File: config.mk
export PLATFORM = sky130hd
export DESIGN_NAME = i2c_eeprom_byte_master_core
export DESIGN_NICKNAME = d
export VERILOG_FILES = /design/src/rtl/i2cebm_pkg.sv /design/src/rtl/i2cebm_cfg.sv /design/src/rtl/i2cebm_seq.sv /design/src/rtl/i2c_eeprom_byte_master_core.sv
export SDC_FILE = /design/constraint.sdc
export NUM_CORES = 1
export LEC_CHECK = 0
export BUFFER_PORTS_ARGS = -buffer_cell sky130_fd_sc_hd__buf_2
export CAP_MARGIN = 5
export CORE_AREA = 2 2 161 163
export CTS_BUF_LIST = sky130_fd_sc_hd__clkbuf_8
export DETAILED_ROUTE_END_ITERATION = 7
export DIE_AREA = 0 0 163 165
export PLACE_DENSITY = 0.62
export SYNTH_ARGS = -nofsm -noshare
export SYNTH_HDL_FRONTEND = slang
export SYNTH_SLANG_ARGS = --single-unit
File: constraint.sdc
create_clock -name clk -period 13.97 [get_ports clk]
set_input_delay 0 -clock clk [delete_from_list [all_inputs] [get_ports clk]]
set_output_delay 0 -clock clk [all_outputs]
set_load 0.01 [all_outputs]
File: src/rtl/i2cebm_pkg.sv
`timescale 1ns / 1ps

package i2cebm_pkg;

    // Request codes carried in req_type.
    localparam logic [1:0] REQ_TICK  = 2'd0;
    localparam logic [1:0] REQ_READ  = 2'd1;
    localparam logic [1:0] REQ_WRITE = 2'd2;

    // Configuration register indexes (byte address 4 * index).
    localparam logic REG_HALF_PERIOD = 1'b0;
    localparam logic REG_ACK_TIMEOUT = 1'b1;

    localparam int CFG_ADDR_W = 3;
    localparam int APB_DATA_W = 32;

    localparam logic [7:0]  HALF_PERIOD_RESET = 8'd20;
    localparam logic [15:0] ACK_TIMEOUT_RESET = 16'd5000;

    // Device select byte of a 24C04; bit 1 is the block bit, bit 0 the read flag.
    localparam logic [7:0] DEV_BASE = 8'hA0;

    typedef struct packed {
        logic [1:0] req_type;
        logic [8:0] mem_addr;
        logic [7:0] write_data;
        logic       sda_in;
    } item_t;

    typedef struct packed {
        logic       scl_level;
        logic       sda_level;
        logic       busy_res;
        logic       done_res;
        logic [7:0] read_data;
    } res_t;

    typedef struct packed {
        logic [7:0]  half_period;
        logic [15:0] ack_timeout;
    } cfg_t;

    // Bus sub-sequences that make up a transaction.
    typedef enum logic [2:0] {
        SUB_START = 3'd0,
        SUB_WB    = 3'd1,
        SUB_RB    = 3'd2,
        SUB_NOACK = 3'd3,
        SUB_STOP  = 3'd4,
        SUB_END   = 3'd5
    } sub_e_t;

    // Where a written byte comes from.
    typedef enum logic [1:0] {
        SRC_DEV  = 2'd0,
        SRC_DEVR = 2'd1,
        SRC_ADDR = 2'd2,
        SRC_DATA = 2'd3
    } src_e_t;

    typedef struct packed {
        sub_e_t sub;
        src_e_t src;
    } macro_t;

    // One state per bus delay or ack poll the sequencer can rest on.
    typedef enum logic [21:0] {
        ST_IDLE      = 22'h000001,
        ST_STA_0     = 22'h000002,
        ST_STA_1     = 22'h000004,
        ST_STA_2     = 22'h000008,
        ST_STA_3     = 22'h000010,
        ST_WB_BIT_LO = 22'h000020,
        ST_WB_BIT_HI = 22'h000040,
        ST_WB_ACK_0  = 22'h000080,
        ST_WB_ACK_1  = 22'h000100,
        ST_WB_ACK_2  = 22'h000200,
        ST_WB_ACK_3  = 22'h000400,
        ST_WB_POLL   = 22'h000800,
        ST_RB_HI_0   = 22'h001000,
        ST_RB_HI_1   = 22'h002000,
        ST_RB_LO     = 22'h004000,
        ST_NAK_0     = 22'h008000,
        ST_NAK_1     = 22'h010000,
        ST_NAK_2     = 22'h020000,
        ST_STO_0     = 22'h040000,
        ST_STO_1     = 22'h080000,
        ST_STO_2     = 22'h100000,
        ST_STO_3     = 22'h200000
    } st_e_t;

    // Transaction programs: the sub-sequence run at each step.
    function automatic macro_t prog_step(input logic is_rd, input logic [3:0] step);
        macro_t m;
        m.sub = SUB_END;
        m.src = SRC_DEV;
        if (is_rd)
        begin
            case (step)
                4'd0:    m.sub = SUB_START;
                4'd1:    begin m.sub = SUB_WB; m.src = SRC_DEV;  end
                4'd2:    begin m.sub = SUB_WB; m.src = SRC_ADDR; end
                4'd3:    m.sub = SUB_START;
                4'd4:    begin m.sub = SUB_WB; m.src = SRC_DEVR; end
                4'd5:    m.sub = SUB_RB;
                4'd6:    m.sub = SUB_NOACK;
                4'd7:    m.sub = SUB_STOP;
                default: m.sub = SUB_END;
            endcase
        end
        else
        begin
            case (step)
                4'd0:    m.sub = SUB_START;
                4'd1:    begin m.sub = SUB_WB; m.src = SRC_DEV;  end
                4'd2:    begin m.sub = SUB_WB; m.src = SRC_ADDR; end
                4'd3:    begin m.sub = SUB_WB; m.src = SRC_DATA; end
                4'd4:    m.sub = SUB_STOP;
                default: m.sub = SUB_END;
            endcase
        end
        return m;
    endfunction

    function automatic logic [7:0] src_byte(input src_e_t src, input logic [8:0] addr,
                                            input logic [7:0] data);
        logic [7:0] dev;
        dev = DEV_BASE | {6'd0, addr[8], 1'b0};
        case (src)
            SRC_DEV:  return dev;
            SRC_DEVR: return dev | 8'h01;
            SRC_ADDR: return addr[7:0];
            default:  return data;
        endcase
    endfunction

endpackage

File: src/rtl/i2cebm_cfg.sv
`timescale 1ns / 1ps

module i2cebm_cfg
    import i2cebm_pkg::*;
(
    input  logic                  clk,
    input  logic                  rst_n,
    input  logic                  psel,
    input  logic                  penable,
    input  logic                  pwrite,
    input  logic [CFG_ADDR_W-1:0] paddr,
    input  logic [APB_DATA_W-1:0] pwdata,
    output logic [APB_DATA_W-1:0] prdata,
    output logic                  pready,
    output cfg_t                  cfg
);

    logic [7:0]  half_period_reg;
    logic [15:0] ack_timeout_reg;
    logic        wr_en;
    logic        reg_sel;

    assign pready  = 1'b1;
    assign reg_sel = paddr[2];
    assign wr_en   = psel && penable && pwrite;

    always_ff @(posedge clk or negedge rst_n)
    begin
        if (!rst_n)
        begin
            half_period_reg <= HALF_PERIOD_RESET;
            ack_timeout_reg <= ACK_TIMEOUT_RESET;
        end
        else if (wr_en)
        begin
            if (reg_sel == REG_HALF_PERIOD)
            begin
                half_period_reg <= pwdata[7:0];
            end
            else
            begin
                ack_timeout_reg <= pwdata[15:0];
            end
        end
    end

    always_comb
    begin
        if (reg_sel == REG_HALF_PERIOD)
        begin
            prdata = {24'd0, half_period_reg};
        end
        else
        begin
            prdata = {16'd0, ack_timeout_reg};
        end
    end

    assign cfg.half_period = half_period_reg;
    assign cfg.ack_timeout = ack_timeout_reg;

endmodule

File: src/rtl/i2cebm_seq.sv
`timescale 1ns / 1ps

module i2cebm_seq
    import i2cebm_pkg::*;
(
    input  logic  clk,
    input  logic  rst_n,
    input  logic  step_en,
    input  item_t item,
    input  cfg_t  cfg,
    output res_t  res
);

    st_e_t       state_reg, state_next, tgt;
    logic        post_reg, post_next;
    logic [7:0]  phase_reg, phase_next, phase_p, phase_inc;
    logic [2:0]  bit_reg, bit_next;
    logic [7:0]  shift_reg, shift_next;
    logic [8:0]  addr_reg, addr_next;
    logic [7:0]  data_reg, data_next;
    logic        rd_reg, rd_next;
    logic [15:0] wait_reg, wait_next, wait_p;
    logic        scl_reg, scl_next;
    logic        sda_reg, sda_next;
    logic [3:0]  macro_reg, macro_next, ent_step;
    logic        ent;
    logic        finish;
    macro_t      m;

    always_comb
    begin
        // Level changes that happen before the next delay or poll.
        tgt        = state_reg;
        scl_next   = scl_reg;
        sda_next   = sda_reg;
        shift_next = shift_reg;
        bit_next   = bit_reg;
        wait_p     = wait_reg;
        phase_p    = phase_reg;
        macro_next = macro_reg;
        addr_next  = addr_reg;
        data_next  = data_reg;
        rd_next    = rd_reg;
        ent        = 1'b0;
        ent_step   = 4'(macro_reg + 4'd1);
        finish     = 1'b0;
        m.sub      = SUB_END;
        m.src      = SRC_DEV;

        if (state_reg == ST_IDLE)
        begin
            if (item.req_type == REQ_READ || item.req_type == REQ_WRITE)
            begin
                addr_next = item.mem_addr;
                data_next = item.write_data;
                rd_next   = (item.req_type == REQ_READ);
                phase_p   = 8'd0;
                bit_next  = 3'd0;
                wait_p    = 16'd0;
                ent       = 1'b1;
                ent_step  = 4'd0;
            end
        end
        else if (post_reg)
        begin
            case (state_reg)
                ST_STA_0:     begin scl_next = 1'b1; tgt = ST_STA_1; end
                ST_STA_1:     begin sda_next = 1'b0; tgt = ST_STA_2; end
                ST_STA_2:     begin scl_next = 1'b0; tgt = ST_STA_3; end
                ST_STA_3:     begin sda_next = 1'b1; ent = 1'b1; end
                ST_WB_BIT_LO:
                begin
                    sda_next   = shift_reg[7];
                    shift_next = {shift_reg[6:0], 1'b0};
                    scl_next   = 1'b1;
                    tgt        = ST_WB_BIT_HI;
                end
                ST_WB_BIT_HI:
                begin
                    scl_next = 1'b0;
                    if (bit_reg == 3'd7)
                    begin
                        bit_next = 3'd0;
                        tgt      = ST_WB_ACK_0;
                    end
                    else
                    begin
                        bit_next = 3'(bit_reg + 3'd1);
                        tgt      = ST_WB_BIT_LO;
                    end
                end
                ST_WB_ACK_0:  begin sda_next = 1'b1; tgt = ST_WB_ACK_1; end
                ST_WB_ACK_1:  begin scl_next = 1'b1; tgt = ST_WB_ACK_2; end
                ST_WB_ACK_2:
                begin
                    scl_next = 1'b0;
                    wait_p   = cfg.ack_timeout;
                    tgt      = ST_WB_ACK_3;
                end
                ST_WB_ACK_3:
                begin
                    // A zero timeout skips the ack poll altogether.
                    if (wait_reg == 16'd0)
                    begin
                        ent = 1'b1;
                    end
                    else
                    begin
                        tgt = ST_WB_POLL;
                    end
                end
                ST_WB_POLL:   ent = 1'b1;
                ST_RB_HI_0:
                begin
                    shift_next = {shift_reg[6:0], item.sda_in};
                    tgt        = ST_RB_HI_1;
                end
                ST_RB_HI_1:   begin scl_next = 1'b0; tgt = ST_RB_LO; end
                ST_RB_LO:
                begin
                    if (bit_reg == 3'd7)
                    begin
                        bit_next = 3'd0;
                        ent      = 1'b1;
                    end
                    else
                    begin
                        bit_next = 3'(bit_reg + 3'd1);
                        scl_next = 1'b1;
                        tgt      = ST_RB_HI_0;
                    end
                end
                ST_NAK_0:     begin scl_next = 1'b1; tgt = ST_NAK_1; end
                ST_NAK_1:     begin scl_next = 1'b0; tgt = ST_NAK_2; end
                ST_NAK_2:     ent = 1'b1;
                ST_STO_0:     begin sda_next = 1'b0; tgt = ST_STO_1; end
                ST_STO_1:     begin scl_next = 1'b1; tgt = ST_STO_2; end
                ST_STO_2:     begin sda_next = 1'b1; tgt = ST_STO_3; end
                ST_STO_3:     begin scl_next = 1'b0; ent = 1'b1; end
                default:      tgt = state_reg;
            endcase
        end

        // Entering the next sub-sequence up to its first delay.
        if (ent)
        begin
            macro_next = ent_step;
            m          = prog_step(rd_next, ent_step);
            case (m.sub)
                SUB_START:
                begin
                    scl_next = 1'b0;
                    sda_next = 1'b1;
                    tgt      = ST_STA_0;
                end
                SUB_WB:
                begin
                    shift_next = src_byte(m.src, addr_next, data_next);
                    bit_next   = 3'd0;
                    scl_next   = 1'b0;
                    tgt        = ST_WB_BIT_LO;
                end
                SUB_RB:
                begin
                    shift_next = 8'd0;
                    bit_next   = 3'd0;
                    scl_next   = 1'b1;
                    tgt        = ST_RB_HI_0;
                end
                SUB_NOACK:
                begin
                    scl_next = 1'b0;
                    sda_next = 1'b1;
                    tgt      = ST_NAK_0;
                end
                SUB_STOP:
                begin
                    scl_next = 1'b0;
                    tgt      = ST_STO_0;
                end
                default:
                begin
                    finish = 1'b1;
                    tgt    = ST_IDLE;
                end
            endcase
        end

        // One tick of the delay or poll the sequencer now rests on.
        state_next = tgt;
        post_next  = 1'b0;
        phase_next = phase_p;
        wait_next  = wait_p;
        phase_inc  = 8'(phase_p + 8'd1);
        if (finish || tgt == ST_IDLE)
        begin
            state_next = ST_IDLE;
        end
        else if (tgt == ST_WB_POLL)
        begin
            if (item.sda_in)
            begin
                post_next = 1'b1;
            end
            else
            begin
                wait_next = 16'(wait_p - 16'd1);
                post_next = (wait_p == 16'd1);
            end
        end
        else if (phase_inc >= cfg.half_period)
        begin
            phase_next = 8'd0;
            post_next  = 1'b1;
        end
        else
        begin
            phase_next = phase_inc;
        end
    end

    always_ff @(posedge clk or negedge rst_n)
    begin
        if (!rst_n)
        begin
            state_reg <= ST_IDLE;
            post_reg  <= 1'b0;
            phase_reg <= 8'd0;
            bit_reg   <= 3'd0;
            shift_reg <= 8'd0;
            addr_reg  <= 9'd0;
            data_reg  <= 8'd0;
            rd_reg    <= 1'b0;
            wait_reg  <= 16'd0;
            scl_reg   <= 1'b0;
            sda_reg   <= 1'b1;
            macro_reg <= 4'd0;
        end
        else if (step_en)
        begin
            state_reg <= state_next;
            post_reg  <= post_next;
            phase_reg <= phase_next;
            bit_reg   <= bit_next;
            shift_reg <= shift_next;
            addr_reg  <= addr_next;
            data_reg  <= data_next;
            rd_reg    <= rd_next;
            wait_reg  <= wait_next;
            scl_reg   <= scl_next;
            sda_reg   <= sda_next;
            macro_reg <= macro_next;
        end
    end

    assign res.scl_level = scl_next;
    assign res.sda_level = sda_next;
    assign res.busy_res  = (state_next != ST_IDLE);
    assign res.done_res  = finish;
    assign res.read_data = (finish && rd_next) ? shift_next : 8'd0;

endmodule

File: src/rtl/i2c_eeprom_byte_master_core.sv
`timescale 1ns / 1ps
// Path: a request is held in the input register; when the result register is free or
// draining, it steps the sequencer and its result is loaded into the result register.
// Throughput: one request per clock cycle while the result register is free or draining.
// Reset (rst_n low, asynchronous): the sequencer goes idle with SCL low and SDA released,
// and half_period and ack_timeout return to 20 and 5000.
module i2c_eeprom_byte_master_core
    import i2cebm_pkg::*;
(
    input  logic                  clk,
    input  logic                  rst_n,

    input  logic                  psel,
    input  logic                  penable,
    input  logic                  pwrite,
    input  logic [CFG_ADDR_W-1:0] paddr,
    input  logic [APB_DATA_W-1:0] pwdata,
    output logic [APB_DATA_W-1:0] prdata,
    output logic                  pready,

    input  logic                  item_valid,
    output logic                  item_ready,
    input  item_t                 item,

    output logic                  res_valid,
    input  logic                  res_ready,
    output res_t                  res
);

    // Every request is one tick of the bus sequencer. It first lands in the input
    // register. When the result register is empty, or is being emptied in the same
    // cycle, the held request steps the sequencer and its levels go to the result
    // register. One request can wait on each side of the sequencer: new requests are
    // taken every cycle while results drain, and one more while a result waits.

    cfg_t  cfg;
    logic  hold_valid_reg;
    item_t hold_item_reg;
    logic  res_valid_reg;
    res_t  res_data_reg;
    res_t  seq_res;
    logic  res_free;
    logic  step_en;

    i2cebm_cfg u_cfg (
        .clk     (clk),
        .rst_n   (rst_n),
        .psel    (psel),
        .penable (penable),
        .pwrite  (pwrite),
        .paddr   (paddr),
        .pwdata  (pwdata),
        .prdata  (prdata),
        .pready  (pready),
        .cfg     (cfg)
    );

    // The result slot can take a new result when it is empty or draining now.
    assign res_free   = !res_valid_reg || res_ready;
    // The held request advances the sequencer only when its result has a place to go.
    assign step_en    = hold_valid_reg && res_free;
    assign item_ready = !hold_valid_reg || res_free;

    always_ff @(posedge clk or negedge rst_n)
    begin
        if (!rst_n)
        begin
            hold_valid_reg <= 1'b0;
        end
        else if (item_ready)
        begin
            hold_valid_reg <= item_valid;
        end
    end

    always_ff @(posedge clk)
    begin
        if (item_ready && item_valid)
        begin
            hold_item_reg <= item;
        end
    end

    i2cebm_seq u_seq (
        .clk     (clk),
        .rst_n   (rst_n),
        .step_en (step_en),
        .item    (hold_item_reg),
        .cfg     (cfg),
        .res     (seq_res)
    );

    always_ff @(posedge clk or negedge rst_n)
    begin
        if (!rst_n)
        begin
            res_valid_reg <= 1'b0;
        end
        else if (res_free)
        begin
            res_valid_reg <= hold_valid_reg;
        end
    end

    // Result payload is only loaded when a request steps the sequencer.
    always_ff @(posedge clk)
    begin
        if (step_en)
        begin
            res_data_reg <= seq_res;
        end
    end

    assign res_valid = res_valid_reg;
    assign res       = res_data_reg;

endmodule

### Word-level counts from Yosys, hierarchy flattened

Cells that the tools add are included.

* reduce and logical (&&, ||, !) cells: 31
* bitwise operators: 1
* add/sub/neg operators: 4
* shift operators: 0
* multiplexer cells: 72
* multiply operators: 0
* equality and inequality tests: 42
* div/mod/pow operators: 0
* $lt $le $gt $ge: 1

Operator list (count)
* one-hot mux 22 bit (17 select lines): 1
* 2-to-1 mux 22 bit: 6
* 2-to-1 mux 16 bit: 8
* one-hot mux 19 bit (5 select lines): 1
* 2-to-1 mux 8 bit: 11
* == test 22 x 1 -> 1 bit (second input constant): 2
* == test 22 x 12 -> 1 bit (second input constant): 2
* one-hot mux 8 bit (2 select lines): 2
* one-hot mux 8 bit (3 select lines): 1
* == test 22 x 10 -> 1 bit (second input constant): 1
* == test 22 x 11 -> 1 bit (second input constant): 1
* == test 22 x 13 -> 1 bit (second input constant): 1
* == test 22 x 14 -> 1 bit (second input constant): 1
* == test 22 x 15 -> 1 bit (second input constant): 1
* == test 22 x 16 -> 1 bit (second input constant): 1
* == test 22 x 17 -> 1 bit (second input constant): 1
* == test 22 x 18 -> 1 bit (second input constant): 1
* == test 22 x 19 -> 1 bit (second input constant): 1
* == test 22 x 2 -> 1 bit (second input constant): 1
* == test 22 x 20 -> 1 bit (second input constant): 1
* == test 22 x 21 -> 1 bit (second input constant): 1
* == test 22 bit (second input constant): 1
* == test 22 x 3 -> 1 bit (second input constant): 1
* == test 22 x 4 -> 1 bit (second input constant): 1
* other kinds (44): 102

* output and inout port bits: 47
* latch bits: 0
* bits in registers: 140
* memory bits (read-only): 0
* RAM bits: 0
* memories kept: 0

### Longest topological paths before layout

* word-level depth: 16
* depth in mapped cells: 19
* depth with buffers taken out: 16

### Modules after synthesis

Synthesis repeated with hierarchy kept, for this count alone.

* cells, all modules: 909
* area, all modules: 8555.7 um^2

Modules (own cells, without submodules)
* i2cebm_seq: area each 6229.7 um^2, times used 1, cells an instance 781, seq. area each 2054.5 um^2
* i2cebm_cfg: area each 1261.2 um^2, times used 1, cells an instance 88, seq. area each 609.3 um^2
* i2c_eeprom_byte_master_core: area each 1064.8 um^2, times used 1, cells an instance 40, seq. area each 1011.0 um^2

### Least setup slack after synthesis

Ideal clock, no wire load.

* kind: register -> register
* start: reg u_seq.state_reg[0]
* end: reg u_seq.post_reg
* path buffers: 3
* library setup time: 0.121 ns
* required time: 13.849 ns
* path slack: 9.094 ns
* arrival: 4.755 ns
* stages on the path, launching flop included: 19
* cell sequence: dfstp_2 -> clkbuf_1 -> or4b_1 -> or4_1 -> buf_2 -> buf_1 -> and2_1 -> ha_1 -> ha_1 -> a21o_1 -> a21o_1 -> a21o_1 -> a21o_1 -> a21o_1 -> a21o_1 -> a21oi_1 -> o22ai_1 -> a32oi_1 -> nand2_1

* longest elaborated chain between the ends: 13

RTL lines
* start, declared: line i2cebm_seq.sv:14 `st_e_t state_reg, state_next, tgt;`
* start signal, assigned: line i2cebm_seq.sv:241 `state_reg <= state_next;`
* == test 22 x 1 -> 1 bit: line i2cebm_seq.sv:50 `if (state_reg == ST_IDLE)`
* 2-to-1 mux 4 bit: line i2cebm_seq.sv:50
* == test 4 x 1 -> 1 bit (tied with other cells): line i2cebm_pkg.sv:99, i2cebm_pkg.sv:113
* OR reduction 3 bit (no source line) / OR reduction 2 bit (equally long branches)
* one-hot mux 3 bit (5 select lines) / one-hot mux 3 bit (3 select lines) (equally long branches): line i2cebm_pkg.sv:99, i2cebm_pkg.sv:113
* 2-to-1 mux 5 bit: line i2cebm_pkg.sv:97 `if (is_rd)`
* 2-to-1 mux 5 bit: line i2cebm_seq.sv:145 `if (ent)`
* == test 3 bit (tied with other cells): line i2cebm_seq.sv:149 `case (m.sub)`
* one-hot mux 19 bit (5 select lines) / OR reduction 5 bit (equally long branches)
* 2-to-1 mux 22 bit / 2-to-1 mux 1 bit (equally long branches): line i2cebm_seq.sv:145, i2cebm_seq.sv:149
* == test 22 x 12 -> 1 bit (tied with other cells): line i2cebm_seq.sv:199 `else if (tgt == ST_WB_POLL)`
* 2-to-1 mux 1 bit / logical OR 1 bit (equally long branches): line i2cebm_seq.sv:199, i2cebm_seq.sv:195
* 2-to-1 mux 1 bit (*): line i2cebm_seq.sv:195 `if (finish || tgt == ST_IDLE)`
* end signal, assigned: line i2cebm_seq.sv:242 `post_reg <= post_next;`
* end, declared: line i2cebm_seq.sv:15 `logic post_reg, post_next;`

Every way passes the cells marked *; elsewhere a longest branch is shown, timed or not. The select of a mux whose other input is x is not followed.
A chain may end at the register's enable or synchronous reset.

### Worst setup path after layout

* start: reg u_seq.state_reg[4]
* end: reg u_seq.wait_reg[14]

* longest elaborated chain between the ends: 13

RTL lines
* == test 22 x 1 -> 1 bit: line i2cebm_seq.sv:50
* 2-to-1 mux 4 bit: line i2cebm_seq.sv:50
* == test 4 x 1 -> 1 bit (tied with other cells): line i2cebm_pkg.sv:99, i2cebm_pkg.sv:113
* OR reduction 3 bit (no source line) / OR reduction 2 bit (equally long branches)
* one-hot mux 3 bit (5 select lines) / one-hot mux 3 bit (3 select lines) (equally long branches): line i2cebm_pkg.sv:99, i2cebm_pkg.sv:113
* 2-to-1 mux 5 bit: line i2cebm_pkg.sv:97
* 2-to-1 mux 5 bit: line i2cebm_seq.sv:145
* == test 3 bit (tied with other cells): line i2cebm_seq.sv:149
* one-hot mux 19 bit (5 select lines) / OR reduction 5 bit (equally long branches)
* 2-to-1 mux 22 bit / 2-to-1 mux 1 bit (equally long branches): line i2cebm_seq.sv:145, i2cebm_seq.sv:149
* == test 22 x 12 -> 1 bit (tied with other cells): line i2cebm_seq.sv:199
* 2-to-1 mux 16 bit / logical OR 1 bit (equally long branches): line i2cebm_seq.sv:199, i2cebm_seq.sv:195
* 2-to-1 mux 16 bit (*): line i2cebm_seq.sv:195
* end signal, assigned: line i2cebm_seq.sv:249 `wait_reg <= wait_next;`
* end, declared: line i2cebm_seq.sv:22 `logic [15:0] wait_reg, wait_next, wait_p;`

Marks and branches as above.

==> results by group <==
Synthesis
  – Synth Area per Inst: 9.279 sq um
  – Ys Warns: 0
  – Distinct cells, synth: 84
  – Simple-gate area share of the yosys netlist: 25.14%
  – Seq/Total Area, Yosys: 42.36%
  – Post-synth EDFFs: 32
  – Post-Synth XOR/XNOR Area: under 10%
  – Cell accounting for the most synthesized area: dfrtp_1
  – Synth Area in Compound Gates: 15.79%
  – Mapped Area: between 8000 and 9000 sq um
  – Area contributors post-synth: dfrtp_1 29%, edfxtp_1 11%, mux2_2 5.8%
  – Top FF cell, synth: dfrtp_1
  – Number of synthesized register bits: 140
  – Main combinational cell family by area after synthesis: simple AND/OR/NAND/NOR gates
  – Mux share of post-synthesis cell area: approximately 8%
  – Cells after synthesis: 935
  – Yosys top cell area share: 28.55%
  – Post-synth ARST share: 77.14%
  – Adder-Cell Fraction of Synth Area: 2.163%

Route
  – Routed vias: around 7.5k
  – TritonRoute pass-1 iters: 5
  – ANT nets after route: 0
  – Sum of routed wire length over all layers: 23,870 um
  – Average vias per placed instance: 5.467
  – Avg WL per Cell: 17.50 um
  – Met1 Wirelength: ~11,000 um
  – Metal2 WL: 11,300 um
  – Top sig layer: met4
  – Met3 wire length: 1159 um
  – Residual DRC: 0
  – Detailed Route Iter0 Violations: about 640

Clock tree
  – CTS Buffer Depth: 2
  – CTS tree: done
  – TritonCTS Buffers: 17
  – Reg clk slew, reported paths: 0.09 ns
  – Sink Count: 140
  – Worst-skew pair later-pin latency: about 0.48 ns
  – Clock tree root driver cell: clkbuf_8
  – CTS H-tree lvls: 4

Power
  – Cell leakage power: 4.287 nW
  – P_int: around 0.74 mW
  – Switching portion of total power: 35.99%
  – Worst-case vdd ir drop: 0.00006492 V
  – P_sw: 0.4136 mW
  – Power Dens Cells: 114.9 nW/um^2
  – Reg power frac: 44.5%
  – Clock power share: 29.1%
  – Gate power share: 26.4%

STA
  – Period utilisation layout: 37.60%
  – Final Skew: 0.01729 ns
  – Final setup violating endpoints: 0
  – Hold_ws: between 0.07 and 0.08 ns
  – Actual slew at the worst max-slew pin: around 1 ns
  – Fmax: roughly 0.19 GHz
  – RSZ-0062 raised after global routing: no
  – Final total negative setup slack: 0 ns
  – Final hold violation count: 0
  – Worst slew margin: 32.71%
  – Slew Limit Fails: 0
  – Final min period: 5.253 ns

Status
  – Status: finished, final reports clean

Placement
  – Gp weighted congestion: between 0.9 and 1
  – PortBufs: 73
  – # placed instances: 1,292
  – Dpl hpwl: 16,790 um
  – Post-place instance area: 9218 sq um

Floorplanning
  – Die Wd: 163 um
  – Die ar.: 26,900 sq um
  – Starting density of the core: 34.65%
  – Io pins: 109
  – FP Rows: 58
  – Die H: 165 um
  – Placeable core area: roughly 25,000 sq um

Layout
  – Share of cells above drive strength 1: 20.02%
  – Fill cells: 2,516
  – Ant diodes: 0
  – Max FFs per register: 22
  – Synth-to-Final Area Change: 15.30%
  – Area occupied by registers: 3675 sq um
  – Nets: 1,098
  – Cell area after layout: ~10,000 sq um
  – Area of the multi-input gates: 4612 sq um
  – Final non-filler cell total: between 1k and 1.5k

Worst setup path
  – Crit path max-delay cell type: o21ai_2
  – Critical path fanouts, max: 17
  – Cell breakdown of the critical path: nor4_1, nand4_1, o21ai_2, o21ai_1, or3_1, nor2_1, nand4b_1, o211ai_1, o41ai_1, a21bo_2
  – Critical path arrival: 5.62 ns
  – Crit path buffers/inverters: 0
  – CP required: 14.33 ns
  – Max incr delay on CP: roughly 0.86 ns
  – CP delay by family, top: simple AND/OR/NAND/NOR gates
  – Crit start category: register
  – Worst Setup End Kind: register
  – Kind of critical path: reg -> reg

Worst hold path
  – Hold Path Class: in -> async

Global route
  – First-pass GRT wire length: 38,830 um
  – Grt total ovfl: 0
  – Vias in the first global route: 7,242
  – Tot GR Track Use: between 10% and 20%
  – Pin count of the biggest net entering global routing: 64
  – Initial antenna violation count: 0

Flow run
  – Max Cap Viol: 0
-- final cells by class --
type / instances / share of cell area (%)
Clock buffer: 17 / 2.339
Clock inverter: 15 / 1.513
Tap cell: 330 / 4.128
Sequential cell: 140 / 36.74
Inverter: 18 / 0.6754
Timing Repair Buffer: 124 / 8.505
Multi-Input combinational cell: 720 / 46.10
-- cells in the mapped netlist (all sizes together) (4+ instances only) --
master / count
nor2b: 8
or4: 10
a21o: 13
xnor2: 5
a22oi: 11
dfstp: 9
a31oi: 11
nand3b: 5
o211ai: 7
and3: 18
nor2: 63
edfxtp: 32
inv: 18
and2: 17
or3: 10
or4b: 5
nand4: 16
nor4b: 13
mux2: 46
nand3: 36
o22ai: 7
dfrtp: 99
buf: 35
o21ai: 81
ha: 15
clkbuf: 37
nor3: 24
nand2b: 9
a221oi: 5
a21oi: 29
xor2: 10
mux2i: 16
a32oi: 4
nor4: 23
o21a: 4
and4: 4
o31ai: 12
nand2: 126
or2: 6
-- path summary, 6_finish.rpt --
check	from	to	slack, ns	cells after the start
setup / recovery	u_seq.state_reg[4]	u_seq.wait_reg[14]	8.72	10
hold / removal	rst_n	u_cfg.half_period_reg[1]	0.08	2
setup reg to reg	u_seq.state_reg[4]	u_seq.wait_reg[14]	8.72	10
hold reg to reg	u_seq.sda_reg	u_seq.sda_reg	0.48	2
max in group asynchronous	rst_n	u_seq.shift_reg[4]	12.62	3
min in group clk	item[16]	hold_item_reg[16]	0.24	2
-- cells in the final DEF (no fill, tap or decap), types with 16 or more instances in the layout --
master / count
nand2_1: 126
dfrtp_1: 99
o21ai_0: 72
buf_2: 72
nor2_1: 63
mux2_2: 45
dlygate4sd3_1: 40
nand3_1: 33
edfxtp_1: 32
a21oi_1: 29
nor3_1: 22
inv_1: 18
and2_1: 17
conb_1: 17
clkbuf_8: 17
and3_1: 16
nand4_1: 16
mux2i_1: 16
-- stage by stage --
stage	util [%]	setup slack (ns)	total power, mW
2_1_floorplan	-	9.094	0.7175
3_3_place_gp	36.82	8.715	0.8116
3_5_place_dp	36.82	8.810	0.8118
4_1_cts	39.96	8.830	1.155
5_1_grt	39.96	8.483	1.210
6_report	39.96	8.717	1.149
-- cell families (layout without fill, tap and decap cells) --
logic type,after synthesis,in the layout
AO/OA/AOI/OAI,211,211
buffers and inverters,90,174
other,2,17
flip-flops,140,140
AND/OR/NAND/NOR,400,400
XOR/XNOR,15,15
adder cells (fa/ha/maj),15,15
multiplexers,62,62
-- timing repair --
item / in CTS / in global routing
hold endpoints to repair: 91 / 0
hold buffers: 40 / 0
gates resized for setup: 0 / 0
buffers inserted: 0 / 0
setup endpoints to repair: 0 / 0
-- power groups by stage --
| stage | Sequential [mW] | Clock, mW | Combinational (mW) |
|---|---|---|---|
| after floorplan | 0.499 | 0 | 0.219 |
| after CTS | 0.510 | 0.342 | 0.303 |
| after global routing | 0.517 | 0.357 | 0.335 |
| after detailed placement | 0.518 | 0 | 0.294 |
| final | 0.511 | 0.334 | 0.304 |
| after global placement | 0.517 | 0 | 0.294 |
-- layer usage --
metal  up-vias  track usage, %
li1       3590               -
met1      3594           24.78
met2       239           30.45
met3        34           2.511
met4         0           5.189
met5         -               0
No activity file was read; power rests on OpenSTA's default activity.
